$ cat src/hw/rtl/lpfc_pkg.sv
// Shared types and sizing constants for the LRU page fault counter.
// No dependencies; every other file imports this package.
package lpfc_pkg;

  localparam int NUM_FRAMES = 16;
  localparam int PAGE_W     = 16;
  localparam int CNT_W      = $clog2(NUM_FRAMES + 1);
  localparam int IDX_W      = (NUM_FRAMES > 1) ? $clog2(NUM_FRAMES) : 1;
  localparam int CAP_W      = 5;
  localparam int FAULT_W    = 32;

  // Broadcast control from the top level to every cell of the chain.
  typedef struct packed {
    logic              en;        // an item is accepted this cycle
    logic              evict;     // the oldest page leaves; the whole list shifts
    logic [CNT_W-1:0]  count;     // resident count after an optional clear
    logic [CNT_W-1:0]  load_pos;  // position that receives the referenced page
    logic [PAGE_W-1:0] page;      // referenced page
  } lpfc_ctrl_t;

endpackage

$ cat src/hw/rtl/lpfc_cell.sv
// One frame of the recency list: holds a page, compares it against the reference
// and shifts toward the oldest end. Depends on lpfc_pkg.
module lpfc_cell
  import lpfc_pkg::*;
(
  input  logic              clk,
  input  logic [IDX_W-1:0]  idx,        // fixed position of this cell
  input  lpfc_ctrl_t        ctrl,
  input  logic              match_in,   // a match was found in an older cell
  output logic              match_out,  // a match at this cell or an older one
  input  logic [PAGE_W-1:0] nbr_page,   // page of the next newer cell
  output logic [PAGE_W-1:0] page_out
);

  logic [PAGE_W-1:0] page;
  logic [CNT_W-1:0]  pos;
  logic              occupied;
  logic              shift;

  assign pos       = CNT_W'(idx);
  assign occupied  = pos < ctrl.count;
  assign match_out = match_in | (occupied && (page == ctrl.page));
  assign shift     = ctrl.evict | match_out;
  assign page_out  = page;

  always_ff @(posedge clk) begin
    if (ctrl.en) begin
      if (pos == ctrl.load_pos) begin
        page <= ctrl.page;
      end else if (shift && (pos < ctrl.load_pos)) begin
        page <= nbr_page;
      end
    end
  end

endmodule

$ cat src/hw/rtl/lru_page_fault_counter.sv
// Top level of the LRU page fault counter: a chain of lpfc_cell frames plus
// count, fault counter and output register. Depends on lpfc_pkg and lpfc_cell.
//
// Usage:
//   Input items arrive on s_axis: tdata carries page_number, tuser carries
//   clear_first. When clear_first is set, the list and fault count are emptied
//   before the reference is handled.
//   Each accepted item yields exactly one result item on m_axis: the hit flag,
//   the evicted flag and page (zero when nothing left), and the saturating
//   fault total since the last clear.
//   The capacity register (1..16 frames) is written through cfg_we/cfg_wdata
//   while the block is idle. Zero acts as one and values above 16 act as 16.
// Timing:
//   The result is registered on the edge that accepts the item. One item per
//   cycle is sustained while the receiver is ready. Each cell compares its page
//   in parallel, and a match ripples down the chain to select which cells shift.
// Reset:
//   rst clears the resident count, the fault count and the output valid, and
//   sets the capacity to 16. Frame contents are not cleared, because a frame is
//   read only once the count covers it.
// Stalls:
//   While a result waits on m_axis with tready low, s_axis_tready is low. The
//   input is taken again in the same cycle that the result leaves.
module lru_page_fault_counter
  import lpfc_pkg::*;
(
  input  logic         clk,
  input  logic         rst,
  input  logic         cfg_we,
  input  logic [4:0]   cfg_wdata,      // capacity
  input  logic         s_axis_tvalid,
  output logic         s_axis_tready,
  input  logic [15:0]  s_axis_tdata,   // [15:0] page_number
  input  logic         s_axis_tuser,   // [0] clear_first
  output logic         m_axis_tvalid,
  input  logic         m_axis_tready,
  output logic [55:0]  m_axis_tdata    // [0] hit, [1] evicted_valid,
                                       // [17:2] evicted_page, [49:18] fault_total,
                                       // [55:50] zero
);

  logic [CAP_W-1:0]   capacity;
  logic [CNT_W-1:0]   count;
  logic [CNT_W-1:0]   count_next;
  logic [FAULT_W-1:0] faults;
  logic [FAULT_W-1:0] faults_next;

  logic [CNT_W-1:0]   eff_cap;
  logic [CNT_W-1:0]   eff_count;
  logic [FAULT_W-1:0] eff_faults;
  logic               accept;
  logic               hit;
  logic               evict;
  lpfc_ctrl_t         ctrl;

  logic [NUM_FRAMES:0]  match_chain;
  logic [PAGE_W-1:0]    cell_page [NUM_FRAMES];

  // Result register.
  logic                 res_hit;
  logic                 res_ev_valid;
  logic [PAGE_W-1:0]    res_ev_page;
  logic [FAULT_W-1:0]   res_faults;

  assign s_axis_tready = !m_axis_tvalid || m_axis_tready;
  assign accept        = s_axis_tvalid && s_axis_tready;

  // Capacity zero acts as one; values above the frame count saturate.
  always_comb begin
    if (capacity == '0) begin
      eff_cap = CNT_W'(1);
    end else if (CNT_W'(capacity) > CNT_W'(NUM_FRAMES)) begin
      eff_cap = CNT_W'(NUM_FRAMES);
    end else begin
      eff_cap = CNT_W'(capacity);
    end
  end

  // A clear empties the list before the reference is looked up.
  assign eff_count  = s_axis_tuser ? '0 : count;
  assign eff_faults = s_axis_tuser ? '0 : faults;

  // The match chain needs no evict information, so evict can depend on hit.
  assign match_chain[0] = 1'b0;
  assign hit            = match_chain[NUM_FRAMES];
  assign evict          = !hit && (eff_count >= eff_cap) && (eff_count != '0);

  always_comb begin
    ctrl.en    = accept;
    ctrl.evict = evict;
    ctrl.count = eff_count;
    ctrl.page  = s_axis_tdata[PAGE_W-1:0];
    if (hit || evict) begin
      ctrl.load_pos = eff_count - CNT_W'(1);
      count_next    = eff_count;
    end else begin
      ctrl.load_pos = eff_count;
      count_next    = eff_count + CNT_W'(1);
    end
    if (!hit && (eff_faults != {FAULT_W{1'b1}})) begin
      faults_next = eff_faults + FAULT_W'(1);
    end else begin
      faults_next = eff_faults;
    end
  end

  for (genvar i = 0; i < NUM_FRAMES; i++) begin : g_cell
    logic [PAGE_W-1:0] nbr;
    if (i == NUM_FRAMES - 1) begin : g_last
      assign nbr = '0;
    end else begin : g_mid
      assign nbr = cell_page[i+1];
    end
    lpfc_cell u_cell (
      .clk       (clk),
      .idx       (IDX_W'(i)),
      .ctrl      (ctrl),
      .match_in  (match_chain[i]),
      .match_out (match_chain[i+1]),
      .nbr_page  (nbr),
      .page_out  (cell_page[i])
    );
  end

  always_ff @(posedge clk) begin
    if (rst) begin
      capacity      <= CAP_W'(NUM_FRAMES);
      count         <= '0;
      faults        <= '0;
      m_axis_tvalid <= 1'b0;
    end else begin
      if (cfg_we) begin
        capacity <= cfg_wdata;
      end
      if (accept) begin
        count         <= count_next;
        faults        <= faults_next;
        m_axis_tvalid <= 1'b1;
      end else if (m_axis_tready) begin
        m_axis_tvalid <= 1'b0;
      end
    end
  end

  always_ff @(posedge clk) begin
    if (accept) begin
      res_hit      <= hit;
      res_ev_valid <= evict;
      res_ev_page  <= evict ? cell_page[0] : '0;
      res_faults   <= faults_next;
    end
  end

  assign m_axis_tdata = {6'b0, res_faults, res_ev_page, res_ev_valid, res_hit};

  // The resident count never passes the number of frames.
  a_count_bound: assert property (@(posedge clk) disable iff (rst)
    count <= CNT_W'(NUM_FRAMES))
    else $error("resident count above frame count");

  // An accepted item always leaves a result in the output register.
  a_accept_result: assert property (@(posedge clk) disable iff (rst)
    accept |=> m_axis_tvalid)
    else $error("accepted item produced no result");

  // An eviction happens only on a fault.
  a_evict_on_miss: assert property (@(posedge clk) disable iff (rst)
    m_axis_tvalid && m_axis_tdata[1] |-> !m_axis_tdata[0])
    else $error("eviction reported on a hit");

  // A fault result always carries a nonzero fault total.
  a_fault_nonzero: assert property (@(posedge clk) disable iff (rst)
    m_axis_tvalid && !m_axis_tdata[0] |-> (m_axis_tdata[49:18] != '0))
    else $error("fault result with zero fault total");

endmodule

$ cat config.mk
export PLATFORM = sky130hd
export DESIGN_NAME = lru_page_fault_counter
export DESIGN_NICKNAME = d
export VERILOG_FILES = /design/src/hw/rtl/lpfc_pkg.sv /design/src/hw/rtl/lpfc_cell.sv /design/src/hw/rtl/lru_page_fault_counter.sv
export SDC_FILE = /design/constraint.sdc
export NUM_CORES = 1
export LEC_CHECK = 0
export BUFFER_PORTS_ARGS = -buffer_cell sky130_fd_sc_hd__buf_2
export CORE_ASPECT_RATIO = 1.5
export CORE_MARGIN = 1.5
export CORE_UTILIZATION = 50
export CTS_CLUSTER_SIZE = 24
export DETAILED_ROUTE_END_ITERATION = 12
export GPL_TIMING_DRIVEN = 0
export PLACE_DENSITY = 0.67
export SYNTH_ARGS = -nofsm -noshare
export SYNTH_HDL_FRONTEND = slang
export SYNTH_SLANG_ARGS = --single-unit
$ cat constraint.sdc
create_clock -name clk -period 5.8 [get_ports clk]
set_clock_uncertainty 0.1 [all_clocks]
set_input_delay 0.87 -clock clk [delete_from_list [all_inputs] [get_ports clk]]
set_output_delay 0.87 -clock clk [all_outputs]
set_load 0.01 [all_outputs]
Word-level counts from Yosys, hierarchy flattened

Index checks and enable logic that the tools add are counted.

Output and inout bits: 58
Input bits: 27
Flip-flop bits (word level): 349

Bitwise logic cells: 31
Equal/unequal tests: 32
Add/sub/neg operators: 3
Reduce and logical (&&, ||, !) cells: 76
Magnitude comparators: 34
Muxes and demuxes: 41

Operator list:

| cell                                                  | count |
|---|---|
| 2-to-1 mux 16 bit                                     | 32 |
| == test 16 bit                                        | 16 |
| < comparator 4 x 5 -> 1 bit (first input constant)    | 16 |
| 2-to-1 mux 32 bit                                     | 2 |
| == test 4 x 5 -> 1 bit (first input constant)         | 8 |
| < comparator 3 x 5 -> 1 bit (first input constant)    | 8 |
| logical AND 1 bit                                     | 36 |
| nonzero test 2 bit                                    | 17 |
| adder 32 x 1 -> 32 bit (second input constant)        | 1 |
| inequality test 32 bit (second input constant)        | 1 |
| AND reduction 2 bit                                   | 16 |
| OR 1 bit                                              | 31 |
| 2-to-1 mux 5 bit                                      | 5 |
| == test 3 x 5 -> 1 bit (first input constant)         | 4 |
| < comparator 1 x 5 -> 1 bit (first input constant)    | 4 |
| < comparator 2 x 5 -> 1 bit (first input constant)    | 4 |
| == test 2 x 5 -> 1 bit (first input constant)         | 2 |
| logical NOT 5 bit                                     | 2 |
| adder 5 x 1 -> 5 bit (second input constant)          | 1 |
| == test 1 x 5 -> 1 bit (first input constant)         | 1 |
| >= comparator 5 bit                                   | 1 |
| greater-than comparator 5 bit (second input constant) | 1 |
| nonzero test 5 bit                                    | 1 |
| subtractor 5 x 1 -> 5 bit (second input constant)     | 1 |
| other kinds (3)                                       | 6 |

Longest topological paths before layout

Word-level depth: 27
Depth in mapped cells: 19
Depth with buffers taken out: 14

Modules after synthesis

Synthesis repeated with hierarchy kept, for this count alone.

Cell total of the unflattened synthesis: 1919
Area, all modules: 22361.4 µm²

Modules (own cells, without submodules):

| module                 | times used | area an instance (µm²) | cells each |
|---|---|---|---|
| lpfc_cell              | 16         | 1083.5                 | 87 |
| lru_page_fault_counter | 1          | 5024.8                 | 527 |

Worst setup path after synthesis

No wires, ideal clock.

Path type: input -> register
From: input s_axis_tuser
To: register g_cell[1].u_cell.page[0] (enable)
Cell stages on the path: 18
Data required time: 5.281 ns
Arrival: 5.346 ns
Buffers on the path: 5
Library setup time: 0.419 ns
Setup slack: -0.065 ns
Cells stage by stage: buf_2 > inv_1 > clkbuf_1 > nand2_1 > ha_1 > nand2b_1 > a21o_1 > a21o_1 > a211oi_1 > or3b_2 > nand4_2 > buf_6 > buf_6 > nor4b_1 > or3_1 > and2_1 > buf_2 > a311oi_1

Word-level cells in the longest chain between the ends: 27
Elaborated cells between the ends (all ways): 62
Classes of those cells: add/sub (1); order compare (18); eq/ne (1); mux (2); bitwise (16); reduce/logical (24)

Ends and longest elaborated chain:

| element                           | line                         | source |
|---|---|---|
| start: declaration                | lru_page_fault_counter.sv:34 | `input logic s_axis_tuser,` |
| 2-to-1 mux 5 bit (*)              | lru_page_fault_counter.sv:80 | `assign eff_count = s_axis_tuser ? '0 : count;` |
| < comparator 1 x 5 -> 1 bit       | lpfc_cell.sv:21              | `assign occupied = pos < ctrl.count;` |
| logical AND 1 bit                 | lpfc_cell.sv:22              | `assign match_out = match_in \| (occupied && (page == ctrl.page));` |
| OR 1 bit (15 in series)           | lpfc_cell.sv:22              |  |
| logical NOT 1 bit                 | lru_page_fault_counter.sv:86 | `assign evict = !hit && (eff_count >= eff_cap) && (eff_count != '0);` |
| logical AND 1 bit (2 in series)   | lru_page_fault_counter.sv:86 |  |
| logical OR 1 bit                  | lru_page_fault_counter.sv:93 | `if (hit \|\| evict) begin` |
| 2-to-1 mux 5 bit                  | lru_page_fault_counter.sv:93 |  |
| < comparator 1 x 5 -> 1 bit       | lpfc_cell.sv:30              | `end else if (shift && (pos < ctrl.load_pos)) begin` |
| logical AND 1 bit                 | lpfc_cell.sv:30              |  |
| nonzero test 2 bit (no line) (*)  | n/a                          |  |
| AND reduction 2 bit (no line) (*) | n/a                          |  |
| end signal: assignment            | lpfc_cell.sv:29              | `page <= ctrl.page;` |
| end signal: assignment            | lpfc_cell.sv:31              | `page <= nbr_page;` |
| end: declaration                  | lpfc_cell.sv:15              | `logic [PAGE_W-1:0] page;` |

Mark *: on every way between the ends. The rest lies on a longest branch, timed or not.
A chain may end at the register's enable or synchronous reset.

Final worst setup path

From: input s_axis_tuser
To: register g_cell[13].u_cell.page[13] (enable)

Word-level cells in the longest chain between the ends: 27
Elaborated cells between the ends (all ways): 62
Classes of those cells: add/sub (1); order compare (18); eq/ne (1); mux (2); bitwise (16); reduce/logical (24)

Ends and longest elaborated chain:

| element                           | line |
|---|---|
| 2-to-1 mux 5 bit (*)              | lru_page_fault_counter.sv:80 |
| < comparator 1 x 5 -> 1 bit       | lpfc_cell.sv:21 |
| logical AND 1 bit                 | lpfc_cell.sv:22 |
| OR 1 bit (15 in series)           | lpfc_cell.sv:22 |
| logical NOT 1 bit                 | lru_page_fault_counter.sv:86 |
| logical AND 1 bit (2 in series)   | lru_page_fault_counter.sv:86 |
| logical OR 1 bit                  | lru_page_fault_counter.sv:93 |
| 2-to-1 mux 5 bit                  | lru_page_fault_counter.sv:93 |
| < comparator 4 x 5 -> 1 bit       | lpfc_cell.sv:30 |
| logical AND 1 bit                 | lpfc_cell.sv:30 |
| nonzero test 2 bit (no line) (*)  | n/a |
| AND reduction 2 bit (no line) (*) | n/a |
| end signal: assignment            | lpfc_cell.sv:29 |
| end signal: assignment            | lpfc_cell.sv:31 |
| end: declaration                  | lpfc_cell.sv:15 |

Marks and branches as above.

==> flow_metrics.py <==
metrics = {
    "worst_setup_path": {
        "crit_chain": "buf_2, inv_1, clkbuf_2, nand2_1, ha_1, nand2b_1, a21o_1, a21o_1, a211oi_1, or3b_2, nand4_2, and3_1, nor4_4, o211ai_1, o2bb2ai_4",
        "critPathMaxStageDelay_ps": 580,
        "critical_path.max_fanout": 16,
        "crit_top_cell": "a21o_1",
        "reg2reg_setup_slack_ps": 480,
        "cp_data_arrival_time_ps": 5700,
        "cp.required_ps": 5880,
        "r2r_start": "count[2]",
        "r2r-end": "g_cell[10].u_cell.page_out[5]",
        "crit_path_start_kind": "primary input",
        "path_delay_family": "simple AND/OR/NAND/NOR gates",
        "crit_buf_inv": 3,
        "critPathKind": "in2reg",
        "cp_slowest_cell": "nor4_4",
        "critical_path.endpoint_type": "flop",
        "ff2ff_path_depth": 11,
    },
    "cells_and_area": {
        "design_area_mm2": 0.0227,
        "num_antenna_cells": 0,
        "drive_gt1_share_pct": 26.4,
        "layout.nets": 1869,
        "synthToLayoutAreaGrowth_pct": 12.2,
        "fin_cells": 2369,
        "utilization_pct": 56.7,
    },
    "placement": {
        "dp_slack_ps": -1360,
        "post_dp_cell_area_mm2": 0.0213,
        "dp_hpwl_mm": 49.1,
        "place.gp.congestion": 0.990,
        "portBuffers": 59,
        "dp_cells": 2294,
    },
    "sta": {
        "min_period_ps": 5620,
        "finalSetupViolations": 0,
        "setup_ws_ps": 178,
        "max_slew.worst_pin.slew_ps": 1520,
        "slew_headroom_pct": -2.61,
        "rsz0062_at_grt": "false",
        "final-hold-violation-count": 0,
        "post-route-period-util_pct": 96.9,
        "slew_violations": 7,
        "fmax_mhz": 178,
    },
    "grt": {
        "grt.total_usage_pct": 32.3,
        "first_global_vias": 14910,
        "grt_max_degree": 60,
        "overflow": 0,
        "antenna_found_initial": 1,
        "grt_pass1_wl_mm": 97.9,
    },
    "synthesis": {
        "synth_top_family_by_area": "multiplexers",
        "synth_xor_area_share_pct": 12.5,
        "yosys.area_share.simple_pct": 13.6,
        "ys_seq_area_share_pct": 49.6,
        "yosysTopAreaCell": "edfxtp_1",
        "synth_cell_types": 87,
        "synth_warnings": 0,
        "async_reset_ff_share_pct": 0,
        "synthAdderAreaFrac_pct": 0.432,
        "synthCells": 1723,
        "synthesis.area_mm2": 0.0203,
        "synth_edf_count": 306,
        "muxShareOfSynthArea_pct": 14.3,
        "ys_ff_latch": 349,
        "yosysMostFrequentCell": "edfxtp_1",
        "ys_top_cells_by_count": "edfxtp_1, mux2_2, xor2_1",
        "synth.top_cell.area_share_pct": 45.3,
        "syn_area_per_cell_um2": 11.8,
        "ys.flop_type": "edfxtp_1",
        "synth_compound_area_share_pct": 5.45,
        "synth_area_leaders": "edfxtp_1, mux2_2, xor2_1",
    },
    "drt": {
        "drtIter0Drc": 1588,
        "drc": 0,
        "dr.pass1.iters": 6,
        "wl_per_cell_um": 28.5,
        "via_per_inst": 6.28,
        "drt_wl_total_mm": 67.4,
        "antenna_left": 0,
        "vias": 14878,
    },
    "clocking": {
        "clk_latency_ps": 560,
        "cts.htree.levels": 2,
        "cts_tree": "done",
        "cts_buffer_depth": 3,
        "clock-sinks": 349,
        "path_clk_slew_ps": 60,
        "root_buffer": "clkbuf_16",
        "cts_buffers": 37,
    },
    "die": {
        "start_util_pct": 50.6,
        "fp-row-count": 90,
        "io_pins": 85,
        "die_area_mm2": 0.0418,
        "fp.dieH_um": 250,
        "coreArea_mm2": 0.0401,
        "chipWidth_um": 167,
    },
    "pwr": {
        "total_power_mw": 5.76,
        "leakage_nw": 7.65,
        "powerDensity_mw_per_mm2": 253,
        "ir_drop_uv": 189,
    },
    "run": {
        "drv_cap": 1,
    },
    "hold_path": {
        "min_path_type": "reg2reg",
        "hp-start": "faults[1]",
        "worst_hold_path.num_cells": 2,
        "worstHoldEndpoint": "faults[1]",
    },
    "run_status": {
        "violations": "capacitance limit, slew limit",
        "status": "finished, violations left",
    },
}
==> state kept, by name, summed over array words and instances, names as in the netlist <==
name	flops
res_ev_valid	1
faults	32
m_axis_tvalid	1
res_hit	1
res_faults	32
g_cell.u_cell.page_out	256
count	5
capacity	5
res_ev_page	16
==> placed cells by master, fill, tap and decap left out, drive strengths merged, types with 41 or more instances in the layout <==
master	n
nand2	76
and2	41
edfxtp	306
xnor2	105
nor4	63
a21oi	48
nand4	47
dfxtp	43
buf	158
clkbuf	106
nor2	95
xor2	184
mux2	245
==> worst register-to-register path, stage by stage (launching register included) <==
cell      delay, ps
dfxtp_1         300
buf_2           200
nor3_1          940
nor4_1          140
nand3_1         160
a2bb2o_2        320
nor4_4          580
nand3_1         250
o21ai_0        1220
o21ai_0         390
o22ai_4         250
buf_4           200
==> final cells by class <==
type                       instances  area, um^2
multi-input combinational       1218        9580
clock buffer                      48        1020
clock inverter                    19         181
sequential                       349       10000
inverter                          13        48.8
tap                              506         633
buffer                           148         781
fill                            3365       17300
timing repair buffer              68         449
==> cells by family after synthesis <==
logic type	Yosys count
fa+ha+maj	7
compound gates	166
mux	253
simple gates	497
flops	349
xor+xnor	289
other cells	1
buf+inv	161
==> worst max path at each step <==
| stage | from | slack, ps | to | cells after the start |
|---|---|---|---|---|
| 2_1_floorplan | s_axis_tuser | 330 | g_cell[3].u_cell.page_out[0] | 18 |
| 3_3_place_gp | s_axis_tuser | -1720 | g_cell[7].u_cell.page_out[13] | 16 |
| 3_5_place_dp | s_axis_tuser | -1360 | g_cell[3].u_cell.page_out[10] | 17 |
| 4_1_cts | s_axis_tuser | 5 | g_cell[11].u_cell.page_out[12] | 17 |
| 5_1_grt | s_axis_tuser | 10 | g_cell[3].u_cell.page_out[11] | 18 |
| 6_report | s_axis_tuser | 180 | g_cell[13].u_cell.page_out[13] | 15 |
==> power breakdown <==
part	switching, mW	internal, mW	leakage [nW]
registers	0.0190	2.75	3.10
clock network	1.06	1.38	0.585
logic	0.388	0.163	3.97
total	1.46	4.30	7.65
==> through the flow <==
| step | setup TNS [ps] | hold WS, ps |
|---|---|---|
| after CTS | 0 | 360 |
| after floorplan | 0 | 332 |
| after global placement | -459410 | 343 |
| final | 0 | 362 |
| after detailed placement | -404960 | 351 |
| after global routing | 0 | 395 |
==> repair_timing <==
item                       in CTS  in global routing
hold buffers                    0                  0
cloned                          0                  0
setup endpoints to repair     326                203
gates resized for setup        19                 10
pin swaps                       2                  5
setup buffers                   0                  7
==> layer usage <==
layer / track usage [%] / share of wire (%) / vias up
li1: - / - / 6548
met1: 36.6 / 35 / 7157
met2: 54.6 / 48 / 867
met3: 5.36 / 7.9 / 306
met4: 24.5 / 8.9 / 0
met5: 0 / 0 / -
Note: power is estimated with default switching activity, not from simulation.
